## src/rtl/btm_pkg.sv

```systemverilog
// shared types and constants for the binary turing machine step block
// no dependencies
package btm_pkg;

  localparam int RULE_ENTRIES = 16;
  localparam int TAPE_CELLS   = 1024;
  localparam int STATE_BITS   = 8;

  localparam int STATE_W  = STATE_BITS;
  localparam int RULE_AW  = $clog2(RULE_ENTRIES);
  localparam int RCNT_W   = $clog2(RULE_ENTRIES + 1);
  localparam int TAPE_AW  = $clog2(TAPE_CELLS);

  localparam int REQ_W    = 3;
  localparam int RIDX_W   = 4;
  localparam int FSTATE_W = 8;
  localparam int ADDR_W   = 10;
  localparam int MOVE_W   = 2;
  localparam int ERR_W    = 2;
  localparam int CFG_IW   = 2;
  localparam int CFG_DW   = 10;
  localparam int RCFG_W   = 5;

  typedef enum logic [REQ_W-1:0] {
    REQ_LOAD  = 3'd0,
    REQ_WRITE = 3'd1,
    REQ_READ  = 3'd2,
    REQ_START = 3'd3,
    REQ_STEP  = 3'd4
  } req_e;

  typedef enum logic [ERR_W-1:0] {
    ERR_NONE     = 2'd0,
    ERR_NO_RULE  = 2'd1,
    ERR_OFF_TAPE = 2'd2,
    ERR_HALTED   = 2'd3
  } err_e;

  typedef enum logic [CFG_IW-1:0] {
    CFG_START_STATE = 2'd0,
    CFG_HEAD_START  = 2'd1,
    CFG_RULE_COUNT  = 2'd2
  } cfg_e;

  localparam logic [MOVE_W-1:0] MOVE_RIGHT = 2'b01;
  localparam logic [MOVE_W-1:0] MOVE_LEFT  = 2'b11;

  typedef struct packed {
    logic [STATE_W-1:0] state;
    logic               rd;
    logic               wr;
    logic [MOVE_W-1:0]  move;
    logic [STATE_W-1:0] next;
  } rule_t;

  typedef struct packed {
    logic               en;
    logic [TAPE_AW-1:0] addr;
    logic               data;
  } tape_wr_t;

  typedef struct packed {
    logic               en;
    logic [RULE_AW-1:0] addr;
    rule_t              data;
  } rule_wr_t;

endpackage

```

## src/rtl/btm_tape_mem.sv

```systemverilog
// tape cell memory, one write and one registered read port
// depends on btm_pkg
module btm_tape_mem import btm_pkg::*; (
  input  logic               clk_i,
  input  tape_wr_t           wr_i,
  input  logic [TAPE_AW-1:0] raddr_i,
  output logic               rdata_o
);

  logic mem [TAPE_CELLS];

  always_ff @(posedge clk_i) begin
    if (wr_i.en) begin
      mem[wr_i.addr] <= wr_i.data;
    end
    rdata_o <= mem[raddr_i];
  end

endmodule

```

## src/rtl/btm_rule_mem.sv

```systemverilog
// rule table memory, one write and one registered read port
// depends on btm_pkg
module btm_rule_mem import btm_pkg::*; (
  input  logic               clk_i,
  input  rule_wr_t           wr_i,
  input  logic [RULE_AW-1:0] raddr_i,
  output rule_t              rdata_o
);

  rule_t mem [RULE_ENTRIES];

  always_ff @(posedge clk_i) begin
    if (wr_i.en) begin
      mem[wr_i.addr] <= wr_i.data;
    end
    rdata_o <= mem[raddr_i];
  end

endmodule

```

## src/rtl/binary_turing_machine_step.sv

```systemverilog
// binary turing machine step block: request sequencer, machine registers, output register
// depends on btm_pkg, btm_tape_mem and btm_rule_mem
//
// usage
// - request channel (in_valid_i / in_ready_o) carries one request: load rule, write cell,
//   read cell, start or step; every request gives exactly one result on the result
//   channel (out_valid_o / out_ready_i)
// - configuration channel (cfg_valid_i / cfg_ready_o) is always ready; index 0 start
//   state, 1 head start cell, 2 rule count; other indexes are ignored
// - one request is worked on at a time; load rule, write cell, start and unknown requests
//   go from acceptance straight to the done state, read cell passes a cell read state first,
//   and a step passes a tape wait state and a scan state that reads up to 16 rule entries,
//   one per cycle through the rule memory's single read port, until the first match
// - a step that finds the machine halted goes straight to the done state with error halted
// - after reset the tape memory is cleared one cell a cycle while no request is taken; the
//   machine comes up halted in state 0 with the head on cell 0
// - a finished result waits in the output register while the receiver stalls; the next
//   request is taken meanwhile and its result is held back until the register is free
module binary_turing_machine_step import btm_pkg::*; (
  input  logic                clk_i,
  input  logic                rst_ni,
  input  logic                cfg_valid_i,
  output logic                cfg_ready_o,
  input  logic [CFG_IW-1:0]   cfg_index_i,
  input  logic [CFG_DW-1:0]   cfg_data_i,
  input  logic                in_valid_i,
  output logic                in_ready_o,
  input  logic [REQ_W-1:0]    req_type_i,
  input  logic [RIDX_W-1:0]   rule_index_i,
  input  logic [FSTATE_W-1:0] rule_state_i,
  input  logic                rule_read_symbol_i,
  input  logic                rule_write_symbol_i,
  input  logic [MOVE_W-1:0]   rule_move_i,
  input  logic [FSTATE_W-1:0] rule_next_state_i,
  input  logic [ADDR_W-1:0]   cell_address_i,
  input  logic                cell_value_i,
  output logic                out_valid_o,
  input  logic                out_ready_i,
  output logic [FSTATE_W-1:0] current_state_o,
  output logic [ADDR_W-1:0]   head_position_o,
  output logic                symbol_out_o,
  output logic                halted_o,
  output logic [ERR_W-1:0]    error_code_o,
  output logic [RIDX_W-1:0]   fired_rule_o
);

  typedef enum logic [2:0] {
    ST_CLEAR,
    ST_IDLE,
    ST_CELL_RD,
    ST_TAPE_WAIT,
    ST_SCAN,
    ST_DONE
  } fsm_e;

  fsm_e                st_q;
  logic [TAPE_AW-1:0]  clr_q;
  logic [STATE_W-1:0]  mstate_q;
  logic [TAPE_AW-1:0]  head_q;
  logic                halt_q;
  logic [FSTATE_W-1:0] start_state_q;
  logic [ADDR_W-1:0]   head_start_q;
  logic [RCFG_W-1:0]   rule_count_q;
  logic [RULE_AW-1:0]  scan_idx_q;
  logic                cur_q;
  logic                addr_ok_q;
  logic                res_sym_q;
  err_e                res_err_q;
  logic [RULE_AW-1:0]  res_fired_q;

  logic                out_valid_q;
  logic [FSTATE_W-1:0] out_state_q;
  logic [ADDR_W-1:0]   out_head_q;
  logic                out_sym_q;
  logic                out_halt_q;
  logic [ERR_W-1:0]    out_err_q;
  logic [RIDX_W-1:0]   out_fired_q;

  tape_wr_t            tape_wr;
  logic [TAPE_AW-1:0]  tape_raddr;
  logic                tape_rdata;
  rule_wr_t            rule_wr;
  logic [RULE_AW-1:0]  rule_raddr;
  rule_t               rule_rdata;

  logic                in_acc;
  logic                cell_ok;
  logic [RCNT_W-1:0]   n_cnt;
  logic [RCNT_W-1:0]   scan_next;
  logic                rule_hit;
  logic                scan_last;
  logic [TAPE_AW-1:0]  fire_head;
  logic                fire_off;
  logic                out_free;

  assign cfg_ready_o = 1'b1;
  assign in_ready_o  = (st_q == ST_IDLE);
  assign in_acc      = in_valid_i && in_ready_o;
  assign out_free    = !out_valid_q || out_ready_i;
  assign cell_ok     = (int'(cell_address_i) < TAPE_CELLS);

  assign n_cnt     = (int'(rule_count_q) > RULE_ENTRIES) ? RCNT_W'(RULE_ENTRIES)
                                                         : RCNT_W'(rule_count_q);
  assign scan_next = RCNT_W'(scan_idx_q) + RCNT_W'(1);
  assign rule_hit  = (rule_rdata.state == mstate_q) && (rule_rdata.rd == cur_q);
  assign scan_last = (scan_next == n_cnt);

  always_comb begin
    fire_head = head_q;
    fire_off  = 1'b0;
    case (rule_rdata.move)
      MOVE_RIGHT: begin
        if (head_q == TAPE_AW'(TAPE_CELLS - 1)) fire_off = 1'b1;
        else fire_head = head_q + TAPE_AW'(1);
      end
      MOVE_LEFT: begin
        if (head_q == '0) fire_off = 1'b1;
        else fire_head = head_q - TAPE_AW'(1);
      end
      default: begin
        fire_head = head_q;
      end
    endcase
  end

  // memory ports
  always_comb begin
    tape_wr      = '0;
    rule_wr      = '0;
    tape_raddr   = head_q;
    rule_raddr   = '0;
    if (st_q == ST_CLEAR) begin
      tape_wr.en   = 1'b1;
      tape_wr.addr = clr_q;
      tape_wr.data = 1'b0;
    end else if (in_acc && req_type_i == REQ_WRITE && cell_ok) begin
      tape_wr.en   = 1'b1;
      tape_wr.addr = TAPE_AW'(cell_address_i);
      tape_wr.data = cell_value_i;
    end else if (st_q == ST_SCAN && rule_hit) begin
      tape_wr.en   = 1'b1;
      tape_wr.addr = head_q;
      tape_wr.data = rule_rdata.wr;
    end
    if (in_acc && req_type_i == REQ_READ) begin
      tape_raddr = TAPE_AW'(cell_address_i);
    end
    if (in_acc && req_type_i == REQ_LOAD && int'(rule_index_i) < RULE_ENTRIES) begin
      rule_wr.en         = 1'b1;
      rule_wr.addr       = RULE_AW'(rule_index_i);
      rule_wr.data.state = STATE_W'(rule_state_i);
      rule_wr.data.rd    = rule_read_symbol_i;
      rule_wr.data.wr    = rule_write_symbol_i;
      rule_wr.data.move  = rule_move_i;
      rule_wr.data.next  = STATE_W'(rule_next_state_i);
    end
    if (st_q == ST_SCAN) begin
      rule_raddr = RULE_AW'(scan_next);
    end
  end

  btm_tape_mem u_tape (
    .clk_i   (clk_i),
    .wr_i    (tape_wr),
    .raddr_i (tape_raddr),
    .rdata_o (tape_rdata)
  );

  btm_rule_mem u_rule (
    .clk_i   (clk_i),
    .wr_i    (rule_wr),
    .raddr_i (rule_raddr),
    .rdata_o (rule_rdata)
  );

  always_ff @(posedge clk_i or negedge rst_ni) begin
    if (!rst_ni) begin
      st_q          <= ST_CLEAR;
      clr_q         <= '0;
      mstate_q      <= '0;
      head_q        <= '0;
      halt_q        <= 1'b1;
      start_state_q <= FSTATE_W'(1);
      head_start_q  <= ADDR_W'(512);
      rule_count_q  <= '0;
      scan_idx_q    <= '0;
      cur_q         <= 1'b0;
      addr_ok_q     <= 1'b0;
      res_sym_q     <= 1'b0;
      res_err_q     <= ERR_NONE;
      res_fired_q   <= '0;
      out_valid_q   <= 1'b0;
      out_state_q   <= '0;
      out_head_q    <= '0;
      out_sym_q     <= 1'b0;
      out_halt_q    <= 1'b0;
      out_err_q     <= '0;
      out_fired_q   <= '0;
    end else begin
      if (cfg_valid_i) begin
        case (cfg_e'(cfg_index_i))
          CFG_START_STATE: start_state_q <= FSTATE_W'(cfg_data_i);
          CFG_HEAD_START:  head_start_q  <= cfg_data_i;
          CFG_RULE_COUNT:  rule_count_q  <= RCFG_W'(cfg_data_i);
          default: begin
          end
        endcase
      end

      if (out_valid_q && out_ready_i && st_q != ST_DONE) begin
        out_valid_q <= 1'b0;
      end

      case (st_q)
        ST_CLEAR: begin
          clr_q <= clr_q + TAPE_AW'(1);
          if (clr_q == TAPE_AW'(TAPE_CELLS - 1)) st_q <= ST_IDLE;
        end
        ST_IDLE: begin
          if (in_acc) begin
            res_sym_q   <= 1'b0;
            res_err_q   <= (req_type_i == REQ_STEP && halt_q) ? ERR_HALTED : ERR_NONE;
            res_fired_q <= '0;
            addr_ok_q   <= cell_ok;
            case (req_e'(req_type_i))
              REQ_READ: begin
                st_q <= ST_CELL_RD;
              end
              REQ_START: begin
                mstate_q <= STATE_W'(start_state_q);
                head_q   <= (int'(head_start_q) >= TAPE_CELLS) ? TAPE_AW'(TAPE_CELLS - 1)
                                                                : TAPE_AW'(head_start_q);
                halt_q   <= (STATE_W'(start_state_q) == '0);
                st_q     <= ST_DONE;
              end
              REQ_STEP: begin
                st_q <= halt_q ? ST_DONE : ST_TAPE_WAIT;
              end
              default: begin
                st_q <= ST_DONE;
              end
            endcase
          end
        end
        ST_CELL_RD: begin
          res_sym_q <= tape_rdata & addr_ok_q;
          st_q      <= ST_DONE;
        end
        ST_TAPE_WAIT: begin
          cur_q      <= tape_rdata;
          scan_idx_q <= '0;
          if (n_cnt == '0) begin
            halt_q    <= 1'b1;
            res_err_q <= ERR_NO_RULE;
            st_q      <= ST_DONE;
          end else begin
            st_q <= ST_SCAN;
          end
        end
        ST_SCAN: begin
          if (rule_hit) begin
            res_sym_q   <= rule_rdata.wr;
            res_fired_q <= scan_idx_q;
            mstate_q    <= rule_rdata.next;
            head_q      <= fire_head;
            res_err_q   <= fire_off ? ERR_OFF_TAPE : ERR_NONE;
            halt_q      <= fire_off || (rule_rdata.next == '0);
            st_q        <= ST_DONE;
          end else if (scan_last) begin
            halt_q    <= 1'b1;
            res_err_q <= ERR_NO_RULE;
            st_q      <= ST_DONE;
          end else begin
            scan_idx_q <= RULE_AW'(scan_next);
          end
        end
        ST_DONE: begin
          if (out_free) begin
            out_valid_q <= 1'b1;
            out_state_q <= FSTATE_W'(mstate_q);
            out_head_q  <= ADDR_W'(head_q);
            out_sym_q   <= res_sym_q;
            out_halt_q  <= halt_q;
            out_err_q   <= res_err_q;
            out_fired_q <= RIDX_W'(res_fired_q);
            st_q        <= ST_IDLE;
          end
        end
        default: begin
          st_q <= ST_IDLE;
        end
      endcase
    end
  end

  assign out_valid_o     = out_valid_q;
  assign current_state_o = out_state_q;
  assign head_position_o = out_head_q;
  assign symbol_out_o    = out_sym_q;
  assign halted_o        = out_halt_q;
  assign error_code_o    = out_err_q;
  assign fired_rule_o    = out_fired_q;

endmodule
```

## config.mk

```make
export PLATFORM = sky130hd
export DESIGN_NAME = binary_turing_machine_step
export DESIGN_NICKNAME = d
export VERILOG_FILES = /design/src/rtl/btm_pkg.sv /design/src/rtl/btm_tape_mem.sv /design/src/rtl/btm_rule_mem.sv /design/src/rtl/binary_turing_machine_step.sv
export SDC_FILE = /design/constraint.sdc
export NUM_CORES = 2
export LEC_CHECK = 0
export BUFFER_PORTS_ARGS = -buffer_cell sky130_fd_sc_hd__buf_2
export CAP_MARGIN = 20
export CORE_UTILIZATION = 60
export DETAILED_ROUTE_END_ITERATION = 8
export PLACE_DENSITY_LB_ADDON = 0.2
export SKIP_LAST_GASP = 1
export SYNTH_ARGS = -nofsm -noshare
export SYNTH_HDL_FRONTEND = slang
export SYNTH_SLANG_ARGS = --single-unit
```

## constraint.sdc

```tcl
create_clock -name clk_i -period 38.6 [get_ports clk_i]
set_input_delay 7.72 -clock clk_i [delete_from_list [all_inputs] [get_ports clk_i]]
set_output_delay 7.72 -clock clk_i [all_outputs]
set_load 0.01 [all_outputs]
```

# [Word level (Yosys, flattened, before mapping)]
# Memory sizes are Yosys's and may differ from the RTL's. A register that Yosys moved wholly into a read port is not among the register bits.
# Cells that the tools add are included.
[totals] mem_bits_rw=1344 reg_bits=95 out_inout_bits=29 n_memories=2 inputBits=55
[op_classes] bitwise_logic=1 n_lt_le_gt_ge=1 n_reduce_logical=36 n_eq_ne=31 add_sub_neg=4 n_mux=59
[mem_list] name="u_tape.mem" words=1024 width=1 rd=1 rd_ports_with_merged_regs=1 write_ports=1 line="btm_tape_mem.sv:10" text="logic mem [TAPE_CELLS];"
[mem_list] name="u_rule.mem" words=16 width=20 rd=1 rd_ports_with_merged_regs=1 write_ports=1 line="btm_rule_mem.sv:10" text="rule_t mem [RULE_ENTRIES];"
[op_table] cell="2-to-1 mux 10 bit" n=6
[op_table] cell="one-hot mux 10 bit (2 select lines)" n=2
[op_table] cell="2-to-1 mux 12 bit" n=3
[op_table] cell="2-to-1 mux 25 bit" n=1
[op_table] cell="2-to-1 mux 8 bit" n=3
[op_table] cell="adder 10 x 1 -> 10 bit (second input constant)" n=2
[op_table] cell="== test 10 bit (second input constant)" n=2
[op_table] cell="2-to-1 mux 4 bit" n=5
[op_table] cell="2-to-1 mux 3 bit" n=6
[op_table] cell="one-hot mux 3 bit (6 select lines)" n=1
[op_table] cell="2-to-1 mux 1 bit" n=17
[op_table] cell="zero test 8 bit" n=2
[op_table] cell="one-hot mux 4 bit (2 select lines)" n=2
[op_table] cell="one-hot mux 8 bit (2 select lines)" n=1
[op_table] cell="== test 3 x 2 -> 1 bit (second input constant)" n=4
[op_table] cell="2-to-1 mux 2 bit" n=6
[op_table] cell="!= test 3 bit (second input constant)" n=4
[op_table] cell="AND reduction 4 bit" n=3
[op_table] cell="zero test 10 bit" n=1
[op_table] cell="!= test 2 bit (second input constant)" n=5
[op_table] cell="AND reduction 2 bit" n=5
[op_table] cell="subtractor 10 x 1 -> 10 bit (second input constant)" n=1
[op_table] cell="== test 3 bit (second input constant)" n=3
[op_table] cell="logical AND 1 bit" n=9
[op_table] cell="other kinds (26)" n=38

# [Longest topological paths before layout]
[depth] word_depth=8 depth_mapped=16 mapped_depth_nobuf=13

# [Cells and area by module]
# Synthesis repeated with hierarchy kept, for this count alone.
[unflattened] hier_cells=4170 hier_area_um2=62516.2
[by_module_without_submodules] mod="btm_tape_mem" area_per_inst_um2=44656.6 cells_per_inst=3112 n_inst=1
[by_module_without_submodules] mod="btm_rule_mem" area_per_inst_um2=12530.8 cells_per_inst=533 n_inst=1
[by_module_without_submodules] mod="binary_turing_machine_step" area_per_inst_um2=5328.9 cells_per_inst=525 n_inst=1

# [Worst setup path before layout]
# No wires, ideal clock.
[synth_timing] path_kind="input to register" start="input in_valid_i" end="memory u_tape.mem[0] (data pin)" arrival_time_ns=22.489 n_path_buf=2 path_stages=5 path_slack_ns=13.115 t_required_ns=35.604 path_cell_list="nand4bb_1 clkbuf_1 nor4b_1 clkbuf_1 a32o_1"
[synth_rtl] item="start: declaration" line="binary_turing_machine_step.sv:26" text="input logic in_valid_i,"
[synth_rtl] item="end: declaration" line="btm_tape_mem.sv:10"

# [Worst setup path after layout]
[layout_timing] start="input req_type_i[1]" end="register u_tape.rdata_o (read register of u_tape.mem)"
[layout_via] elab_chain_len=3
[layout_lines] item="start: declaration" line="binary_turing_machine_step.sv:28" text="input logic [REQ_W-1:0] req_type_i,"
[layout_lines] item="== test 3 x 2 -> 1 bit" line="binary_turing_machine_step.sv:145" text="if (in_acc && req_type_i == REQ_READ) begin"
[layout_lines] item="logical AND 1 bit" line="binary_turing_machine_step.sv:145"
[layout_lines] item="2-to-1 mux 10 bit" line="binary_turing_machine_step.sv:145"
[layout_lines] item="end: declaration" line="btm_tape_mem.sv:7" text="output logic rdata_o"
# No other way between the ends.
# A chain may end at the register's enable or synchronous reset.

==> results_dict.tcl <==
set metrics [dict create \
    grt_max_degree 287 \
    htree_levels 4 \
    grt_pass1_vias 39890 \
    slew_headroom_pct 20.68 \
    synth_common_cells "edfxtp_1 (1344), nor2_1 (1126), nand2_1 (564)" \
    postRouteAntennaNets 0 \
    multiInputGateArea_um2 18090 \
    place_worst_setup_slack_ps 25000 \
    fin_skew_ps 38.22 \
    drive_above_1_share_pct 11.28 \
    syn_area_um2 62730 \
    cts.sinks 1460 \
    powerDensity_nw_per_um2 61.51 \
    totalWireLength_mm 172.1 \
    antenna_found_initial 5 \
    cts-root-buf "clkbuf_16" \
    routedWlPerCell_um 26.49 \
    setup_viol 0 \
    synth_top_cell_area_share_pct 64.34 \
    cpMaxStageDelayCell "buf_4" \
    synth_warnings 0 \
    routabilityCongestion 0.8757 \
    fin_ws_ps 25620 \
    synth_nets 5130 \
    final_area_um2 69490 \
    placed_area_um2 64490 \
    clock_latency_ps 770 \
    synth_cell_types 90 \
    synth_seq_cells 1460 \
    track_usage_pct 32.05 \
    end_kind "register" \
    n_fill_cell 7433 \
    path_clk_slew_ps 60 \
    start_util_pct 60.52 \
    synth_compound_area_share_pct 7.352 \
    power.leakage_nw 23.90 \
    synthCells 5064 \
    io_buffer_count 82 \
    layout.nets 5069 \
    outcome "finished, final reports clean" \
    coreArea_um2 103600 \
    cts-buffers-inserted 147 \
    start_kind "input pin" \
    die-area_um2 105800 \
    drc 0 \
    ir_drop_mv 0.05915 \
    drv_cap 0 \
    post-route-period-util_pct 33.62 \
    worstHoldPathType "reg2reg" \
    grt_pass1_wl_mm 252.4 \
    finalHoldViolations 0 \
    synth_area_leaders "edfxtp_1 (64%), nor2_1 (6.7%), mux2i_1 (5.0%)" \
    worstPathRequired_ps 39280 \
    cts_buffer_depth 3 \
    vias_per_cell 6.504 \
    rows 118 \
    synthMostInstantiatedCell "edfxtp_1" \
    synth_mux_area_share_pct 6.758 \
    rrSetupSlack_ps 32100 \
    synth.largest_area_cell "edfxtp_1" \
    yosys.area_share.adder_pct 0.2314 \
    synth_top_family_by_area "simple AND/OR/NAND/NOR gates" \
    pin_count 84 \
    syn_avg_cell_area_um2 12.39 \
    tns_ps 0 \
    max_stage_delay_ps 860 \
    yosysSeqAreaShare_pct 68.80 \
    hpwlAfterDp_mm 92.23 \
    synth_edf_count 1344 \
    rsz0062_at_grt "no" \
    worstPathMaxFanout 127 \
    maxSlewViolCount 0 \
    cts_resized 0 \
    dr.pass1.iters 8 \
    seqCellArea_um2 43160 \
    grt.overflow.total 0 \
    critPathArrivalTime_ps 13660 \
    cts_tree "built" \
    vias 42270 \
    tightestPinTransition_ps 1186 \
    crit_family "buffers and inverters" \
    synthXorXnorAreaFrac_pct 0.4049 \
    path_class "in2reg" \
    crit_path_frequent_cell "buf_4" \
    max_freq_mhz 77.07 \
    synth-simple-area-share_pct 13.45 \
    async_flop_share_pct 6.507 \
    whs_ps 469.4 \
    crit_chain "buf_2, nor3b_4, a21oi_2, buf_4, nor2_4, buf_12, buf_4, buf_4, mux2i_1, o22ai_1, o21ai_0, nand3_1, and4b_1, or4b_1, nand4_1" \
    die_h_um 325.3 \
    drt-initial-drc-count 5993 \
    post-cts-setup-buffers 0 \
    synth_ff_type "edfxtp_1" \
    die_x_um 325.3 \
    cts-hold-fix-buffers 0 \
    min_period_ps 12980 \
    cp_num_buf_inv 5 \
    area_growth_pct 10.78 \
]
[worst reg2reg max path, delay by kind of cell (launching register included)]
kind                   cells  cell delay [ps]
buffers and inverters      5             2940
muxes                      1              270
DFF                        1              590
and+or+nand+nor            6             2250
AOI/OAI and AO/OA          3              390
[placed cells by master, fill, tap and decap left out, drive strengths merged, types with 12 or more instances in the layout]
master / synthesis / layout
buf: 175 / 214
nand2: 565 / 565
nand3: 173 / 173
clkbuf: 249 / 208
o221ai: 38 / 38
nor3: 20 / 20
edfxtp: 1344 / 1344
clkinv: 1 / 43
a311oi: 19 / 19
a211oi: 16 / 16
a222oi: 27 / 27
nor2: 1128 / 1128
a31oi: 79 / 79
nand2b: 14 / 14
a21o: 15 / 15
nor4: 20 / 20
a32oi: 26 / 26
dfxtp: 21 / 21
and2: 27 / 27
o31ai: 20 / 20
inv: 16 / 23
a21oi: 113 / 113
and3: 31 / 31
o21ai: 132 / 132
mux4: 20 / 20
mux2: 60 / 60
nand4: 22 / 22
a32o: 12 / 12
mux2i: 311 / 311
dfrtp: 92 / 92
xnor2: 22 / 22
o21a: 12 / 12
o22ai: 104 / 104
[per-stage QoR]
step / std cells / util [%] / total power [mW]
3_3_place_gp: 6206 / 62.03 / 2.893
6_report: 6498 / 67.05 / 4.274
2_1_floorplan: 5064 / - / 2.551
3_5_place_dp: 6216 / 62.22 / 2.909
4_1_cts: 6479 / 66.63 / 4.256
5_1_grt: 6497 / 67.05 / 4.396
[registers in the layout, summed over array words and instances, names as in the netlist, 2 cells and up]
register / flops
current_state_o: 8
head_position_o: 10
fired_rule_o: 4
start_state_q: 8
res_fired_q: 4
scan_idx_q: 4
clr_q: 10
res_err_q: 2
rule_count_q: 5
error_code_o: 2
u_tape.mem: 1024
head_q: 10
u_rule.rdata_o: 20
st_q: 3
mstate_q: 8
head_start_q: 10
u_rule.mem: 320
[cells by family (layout without fill, tap and decap cells)]
kind of cell / Yosys count / after routing
flops: 1460 / 1460
simple gates: 2051 / 2051
xor+xnor: 29 / 29
compound gates: 680 / 680
mux: 391 / 391
buf+inv: 441 / 494
other cells: 1 / 2
fa+ha+maj: 11 / 11
[worst paths after layout]
| check | startpoint | end | depth (start not counted) |
|---|---|---|---|
| hold reg to reg | addr_ok_q | addr_ok_q | 1 |
| max in group asynchronous | rst_ni | head_q[3] | 2 |
| hold / removal | addr_ok_q | addr_ok_q | 1 |
| setup / recovery | req_type_i[1] | u_tape.rdata_o | 15 |
| setup reg to reg | st_q[0] | u_tape.rdata_o | 15 |
| min in group asynchronous | rst_ni | start_state_q[5] | 1 |
[power by group]
part / total [mW] / internal (mW) / switching (mW)
sequential: 1.81 / 1.76 / 0.0501
clock: 1.37 / 0.777 / 0.590
combinational: 1.10 / 0.363 / 0.736
[metal layers]
| metal | vias up | global-route usage, % | share of wire, % | wire [µm] |
|---|---|---|---|---|
| li1 | 18290 | - | - | - |
| met1 | 20960 | 42.96 | 38 | 64690 |
| met2 | 2512 | 51.13 | 48 | 82080 |
| met3 | 498 | 5.994 | 10 | 17450 |
| met4 | 8 | 14.85 | 4.6 | 7876 |
| met5 | - | 0 | 0.028 | 49 |
[layout make-up]
cell class | count | share of cell area (%)
timing repair buffer | 214 | 2.710
antenna | 1 | 0.003601
clock inverter | 55 | 0.6518
inverter | 17 | 0.09183
multi-input combinational | 3163 | 26.03
clock buffer | 208 | 5.920
tap | 1380 | 2.485
sequential | 1460 | 62.11
Note: power is estimated with default switching activity, not from simulation.
